[config.mk]
export PLATFORM = sky130hd
export DESIGN_NAME = xce_ram
export DESIGN_NICKNAME = d
export VERILOG_FILES = /design/src/design/xmodem_checksum_endpoint_defines.svh /design/src/design/xce_ram.sv
export SDC_FILE = /design/constraint.sdc
export NUM_CORES = 1
export LEC_CHECK = 0
export BUFFER_PORTS_ARGS = -buffer_cell sky130_fd_sc_hd__buf_4
export CORE_AREA = 2 2 267 269
export CTS_CLUSTER_DIAMETER = 200
export DETAILED_ROUTE_END_ITERATION = 8
export DIE_AREA = 0 0 269 271
export HOLD_SLACK_MARGIN = 0.12
export PLACE_DENSITY_LB_ADDON = 0.12
export SYNTH_ARGS = -nofsm -noshare
export SYNTH_HDL_FRONTEND = slang
export SYNTH_SLANG_ARGS = --single-unit
[constraint.sdc]
create_clock -name clk_i -period 2.9 [get_ports clk_i]
set_input_delay 0.29 -clock clk_i [delete_from_list [all_inputs] [get_ports clk_i]]
set_output_delay 0.29 -clock clk_i [all_outputs]
set_load 0.03 [all_outputs]
[src/design/xmodem_checksum_endpoint_defines.svh]
// Assertion macros shared by the endpoint RTL.
`ifndef XMODEM_CHECKSUM_ENDPOINT_DEFINES_SVH
`define XMODEM_CHECKSUM_ENDPOINT_DEFINES_SVH

// The antecedent holds, so the consequent must hold in the same cycle.
`define XCE_ASSERT_IMPL(lbl, ante, cons, msg) \
  lbl: assert property (@(posedge clk_i) disable iff (!rst_ni) (ante) |-> (cons)) else $error(msg);

// The antecedent holds, so the consequent must hold in the next cycle.
`define XCE_ASSERT_NEXT(lbl, ante, cons, msg) \
  lbl: assert property (@(posedge clk_i) disable iff (!rst_ni) (ante) |=> (cons)) else $error(msg);

`endif

[src/design/xce_ram.sv]
module xce_ram #(
  parameter int Width = 8,
  parameter int Depth = 128
) (
  input  logic                     clk_i,
  input  logic                     we_i,
  input  logic [$clog2(Depth)-1:0] waddr_i,
  input  logic [Width-1:0]         wdata_i,
  input  logic [$clog2(Depth)-1:0] raddr_i,
  output logic [Width-1:0]         rdata_o
);

  logic [Width-1:0] mem_q [Depth];
  logic [Width-1:0] rdata_q;

  always_ff @(posedge clk_i) begin
    if (we_i) begin
      mem_q[waddr_i] <= wdata_i;
    end
    rdata_q <= mem_q[raddr_i];
  end

  assign rdata_o = rdata_q;

endmodule

* Word level (Yosys, flattened, before mapping)
Memories as Yosys holds them, arrays and structs flattened. A register that Yosys moved wholly into a read port is not among the register bits.
Cells that the tools add are included.
** Cells by class
- Multiplexer cells :: 2
** Operators by type and width (count)
- $mux 1 :: 2
** Word-level totals
- Bits in registers :: 0
- Bits in writable memories :: 1024
- Bits of input ports :: 24
- Memories :: 1
** Memories
- mem_q :: depth 128, width 8, read ports 1, clocked after Yosys merged registers in 1, write ports 1, line xce_ram.sv:13 : logic [Width-1:0] mem_q [Depth];

* Longest topological paths before layout
Gate-level depths: netlist (run 1).
- Word-level depth :: 2
- Depth in mapped cells :: 7

* Worst setup path before layout (run 1)
Ideal clock, no wire load.
- Path kind :: input-to-reg
- From :: in raddr_i[0]
- To :: reg rdata_q[0] (netlist: rdata_o[0]) (read register of mem_q)
- Arrival :: 2.673 ns
- Required time :: 2.779 ns
- Slack :: 0.106 ns
- Stages :: 6
- Cell sequence :: clkbuf_1 buf_1 mux4_2 mux4_2 mux4_2 mux2_2
** RTL lines
- start, declared :: line xce_ram.sv:9 : input logic [$clog2(Depth)-1:0] raddr_i,
- end, declared :: line xce_ram.sv:14 : logic [Width-1:0] rdata_q;

==> metrics.md, run 1 <==
| Metric | Value |
|---|---|
| Worst skew pair latency | 650 ps |
| Synthesized area per cell | 24.26 sq um |
| FP Rows | 97 |
| Core region area | 69790 sq um |
| Vias per inst | 6.280 |
| Commonest non-fill, non-tap cells in the layout | 1024 x edfxtp_1, 336 x mux4_2, 219 x buf_4 |
| YS warnings | 0 |
| Worst reg2reg path depth | 4 |
| Setup tns final | 0 ps |
| CTS clk-pin slew, worst paths | 60 ps |
| Status | finished clean |
| I/O pin cnt | 32 |
| Num CTS Buffers | 99 |
| I/O Buffers | 31 |
| Pwr Total | 30.68 mW |
| Total GRT Usage | 25.52% |
| First-iteration detailed-routing DRC count | 2149 |
| Crit path arrival time | 2970 ps |
| Syn Inst Count | 1635 |
| Largest net degree at the start of global routing | 89 |
| CTS resizes | 0 |
| RSZ-0062 raised after global routing | no |
| Slew Viols, Final | 0 |
| Utilization after layout | 65.77% |
| Layout cells sized above 1 | 37.34% |
| Final nets | 1925 |
| Max-cap violation count | 0 |
| Drt drc | 0 |
| Area of the die | 72900 sq um |
| PD cells | 668.4 nW/um^2 |
| Setup Fix Bufs, Post-CTS | 0 |
| Slew HR | 39.72% |
| Via Count | 18349 |
| Hold Buf Count CTS | 1 |
| DIE WIDTH | 269 um |
| CTS Buffer Depth | 3 |
| Final worst-path cycle share | 84.13% |
| Critical Path Source Type | register |
| P&R area growth vs syn | 15.72% |
| Worst Setup Path Type | reg2reg |
| Worst path required time | 3430 ps |
| Final HPWL from detailed placement | 57350 um |
| Commonest non-fill, non-tap cell in the layout | edfxtp_1 |
| First-pass DRT Iterations | 5 |
| Syn Nets | 1659 |
| First-pass GRT wire length | 131600 um |
| Total grt overflow | 0 |
| Non-Filler Instances | 2922 |
| Starting Density | 56.84% |
| Placer Congestion | 0.8242 |
| Num Clock Sinks | 1032 |
| CP endpoint kind | register |
| Final wirelength | 89750 um |
| Critical Path Fanout Max | 1 |
| Smallest hold slack | 144.0 ps |
| Synth Register Bits | 1032 |
| Worst Max-Slew Pin Slew | 900.9 ps |
| Share of the yosys chip area belonging to registers | 77.93% |
| Clock Skews | 24.35 ps |
| FMAX | 409.9 MHz |
| Post-route ant nets | 0 |
| Initial antenna violation count | 3 |
| Endpoints failing setup | 0 |
| Distinct cell type count after synthesis | 17 |
| Worst hold stages | 1 |
| CTS tree | done |
| # diodes | 0 |
| Maximum VDD drop | 0.0005681 V |
| Pleak | 14.57 nW |
| Syn Std Cell Area | 39670 sq um |
| Die Height | 271 um |
| Routed length per instance | 30.72 um |
| H-tree depth | 3 |
| Vias in the first global route | 18629 |
| Clk root buf | clkbuf_16 |
| Worst hold-check path type | in2reg |
| Placed cells | 2739 |
| Number of hold violations in the final report | 0 |
| Min Tclk post-route | 2440 ps |
==> synthesized netlist by cell type <==
library cell  count  share of area, %
dfxtp_1           8              0.40
nor2b_1           7              0.11
buf_6             1             0.028
nor3_1            9              0.11
nand3_1          12              0.15
nand2b_1          2             0.032
buf_1            18              0.17
mux4_2          336                19
buf_4            11              0.21
nor2_1          122               1.2
edfxtp_1       1024                78
clkbuf_1         44              0.42
mux2_2            8              0.23
buf_2            15              0.19
nand4_1           3             0.047
or3_1             1             0.016
nand2_1          14              0.13
==> where the power goes <==
| part | internal, mW | switching, mW |
|---|---|---|
| registers | 16.5 | 0.0306 |
| logic | 0.731 | 0.972 |
| clock network | 7.15 | 5.32 |
==> cell type report <==
type	count	area, sq um
fillers	4466	23890
clock buffers	131	2700
flip-flops and latches	1032	30910
clock inverters	51	434.2
multi-input cells	514	8354
well taps	940	1176
repair buffers	254	2325
==> cell families after synthesis <==
| logic type | Yosys count | share of synthesized area [%] |
|---|---|---|
| and+or+nand+nor | 170 | 1.757 |
| muxes | 344 | 19.30 |
| DFF | 1032 | 77.93 |
| buffers and inverters | 89 | 1.013 |
==> per-stage QoR <==
| step | setup WS [ps] | area, sq um |
|---|---|---|
| 2_1_floorplan | 106.0 | 39670 |
| 3_3_place_gp | -115.9 | 42750 |
| 3_5_place_dp | -117.9 | 42750 |
| 4_1_cts | 448.4 | 45900 |
| 5_1_grt | 435.6 | 45900 |
| 6_report | 460.2 | 45900 |
==> sequential cells by signal, indices dropped and copies added (netlist names) <==
name	cells
rdata_o	8
mem_q	1024
==> routing by layer <==
metal  wire length (um)  up-vias  track usage [%]  share of wire (%)
met1              37560     9947            38.62                 42
li1                   -     7555                -                  -
met2              43850      729            39.56                 49
met5                 16        -                0              0.018
met3               6524      116            4.332                7.3
met4               1801        2            6.418                2.0
==> path summary, 6_finish.rpt <==
kind	startpoint	end	slack, ps
worst min register to register	mem_q[126][2]	rdata_o[2]	1140
worst max-delay path	mem_q[21][4]	rdata_o[4]	460
worst min-delay path	wdata_i[6]	mem_q[114][6]	140
worst max register to register	mem_q[21][4]	rdata_o[4]	460
==> critical path, stage by stage, from the launching register on <==
cell	delay [ps]
edfxtp_1	360
mux4_2	530
mux4_2	580
mux4_2	570
mux2_2	300
Power figures use the tool's default switching activity.
==> run 2, diff against run 1 <==
==> constraint.sdc (replaced) <==
create_clock -name clk_i -period 2.2 [get_ports clk_i]
set_input_delay 0.22 -clock clk_i [delete_from_list [all_inputs] [get_ports clk_i]]
set_output_delay 0.22 -clock clk_i [all_outputs]
set_load 0.03 [all_outputs]
==> run 2 against run 1 <==
The flow now finishes with violations (setup timing). Critical endpoint is now rdata_o[1]. Critical path depth stayed put. Clock power grew 32%. Critical path type unchanged. Global-route usage grew 0.59 points.
==> metrics.md, run 2 (synthesis gave the netlist of run 1 again) <==
| Metric | Value |
|---|---|
| Status | finished with violations |
| Failing checks | setup timing |
| Number of hold violations in the final report | 0 |
| Starting Density | 56.84% |
| CP endpoint kind | register |
| Clock Skews | 29.54 ps |
| Slew HR | 55.41% |
| Worst Setup Path Type | reg2reg |
| Layout cells sized above 1 | 38.24% |
| I/O pin cnt | 32 |
| Worst hold-check path type | in2reg |
| Total grt overflow | 0 |
| Slew Viols, Final | 0 |
| Logic pwr share | 5.8% |
| Critical Path Fanout Max | 1 |
| P&R area growth vs syn | 17.14% |
| Smallest hold slack | 106.1 ps |
| Area of the die | 72900 sq um |
| Worst path required time | 2760 ps |
| Worst Max-Slew Pin Slew | 668.8 ps |
| Final worst-path cycle share | 111.9% |
| Clk root buf | clkbuf_16 |
| Core region area | 69790 sq um |
| Final wirelength | 91260 um |
| Min Tclk post-route | 2462 ps |
| I/O Buffers | 31 |
| Pleak | 14.88 nW |
| CTS clk-pin slew, worst paths | 60 ps |
| Cell Int Power | 32.09 mW |
| Worst skew pair latency | 670 ps |
| Hold path start | wdata_i[6] |
| FP Rows | 97 |
| CTS tree | done |
| Num Clock Sinks | 1032 |
| Final HPWL from detailed placement | 59370 um |
| Max-cap violation count | 0 |
| PD cells | 874.5 nW/um^2 |
| CTS Buffer Depth | 3 |
| Crit path arrival time | 3020 ps |
| DIE WIDTH | 269 um |
| Seq. cell area | 30910 sq um |
| Reg power frac | 53.5% |
| First-pass DRT Iterations | 9 |
| Vias per inst | 6.258 |
| Num CTS Buffers | 101 |
| Multi-input gate area | 8384 sq um |
| First-iteration detailed-routing DRC count | 2416 |
| Vias in the first global route | 19047 |
| Final WS setup | -261.6 ps |
| FMAX | 406.2 MHz |
| Post-route cell area | 46460 sq um |
| Placer Congestion | 0.7972 |
| Placed Area | 43200 sq um |
| Endpoints failing setup | 8 |
| Reg2reg start | mem_q[20][1] |
| Net Sw Power | 8.540 mW |
| Top reg by flops | mem_q |
| Commonest non-fill, non-tap cells in the layout | 1024 x edfxtp_1, 336 x mux4_2, 238 x buf_4 |
| Critical Path Source Type | register |
| Largest net degree at the start of global routing | 129 |
| Maximum VDD drop | 0.0009609 V |
| FILL cells | 4384 |
| Total GRT Usage | 26.10% |
| Post-route ant nets | 0 |
| First-pass GRT wire length | 134300 um |
| RSZ-0062 raised after global routing | yes |
| Commonest non-fill, non-tap cell in the layout | edfxtp_1 |
| Initial antenna violation count | 2 |
| Drt drc | 0 |
| H-tree depth | 3 |
| Via Count | 18550 |
| Setup tns final | -1734 ps |
| Power share of the clock group | 40.7% |
| Number of flip-flops in the largest register | 1024 |
| Final nets | 1967 |
| Routed length per instance | 30.79 um |
| # diodes | 0 |
| Die Height | 271 um |
| Sw Share | 21.02% |
| Crit path from | mem_q[20][1] |
| Pre-CTS setup slack | -722.7 ps |
## run 2: changes by cell type in the layout (fill, tap and decap cells not counted), moves of 4 or more
| cell | before | now |
|---|---|---|
| clkinv_1 | 15 | 20 |
| clkinv_2 | 22 | 26 |
| buf_4 | 219 | 238 |
| mux2_2 | 8 | 0 |
| clkinv_8 | 0 | 4 |
| mux2_4 | 0 | 8 |
| dlygate4sd3_1 | 1 | 7 |
| buf_12 | 32 | 47 |
| clkbuf_8 | 6 | 0 |
## run 2: area by class of cell
class	instances	area share [%]
well taps	940	2.531
clock buffers	123	5.663
clock inverters	61	1.150
flip-flops and latches	1032	66.52
multi-input cells	514	18.04
repair buffers	294	6.086
## run 2: worst paths after layout
kind | end | slack (ps) | cells past startpoint
worst max-delay path | rdata_o[1] | -260 | 4
worst min-delay path | mem_q[114][6] | 110 | 1
worst max register to register | rdata_o[1] | -260 | 4
worst min register to register | rdata_o[2] | 1120 | 4
## run 2: power by group through the flow
stage | clock network [mW] | registers [mW] | logic [mW]
2_1_floorplan | 0 | 22.2 | 1.18
3_3_place_gp | 0 | 22.2 | 2.30
3_5_place_dp | 0 | 22.2 | 2.35
4_1_cts | 16.8 | 21.8 | 2.38
5_1_grt | 17.5 | 21.7 | 2.47
6_report | 16.5 | 21.7 | 2.35
## run 2: worst max-delay path: stages, from the launching register on
cell      delay (ps)
edfxtp_1         360
mux4_2           530
mux4_2           580
mux4_2           600
mux2_4           310
## run 2: repair_timing
item,CTS,global route
buffers inserted,0,0
endpoints found under the setup margin,8,8
hold buffers,7,0
endpoints found under the hold margin,256,0
gates resized for setup,8,0
## run 2: stage by stage
step | cells | utilization (%) | power [mW]
global route | 2964 | 66.58 | 41.71
detailed placement | 2773 | 61.90 | 24.51
global placement | 2773 | 61.90 | 24.47
finish | 2964 | 66.58 | 40.63
floorplan | 1635 | - | 23.38
CTS | 2964 | 66.58 | 40.90
## run 2: routing by layer
layer,vias up,track usage (%),routed length (um)
met4,4,7.471,2367
met1,10004,38.65,37280
met5,-,0,29
met3,132,4.524,6983
li1,7647,-,-
met2,763,40.82,44600
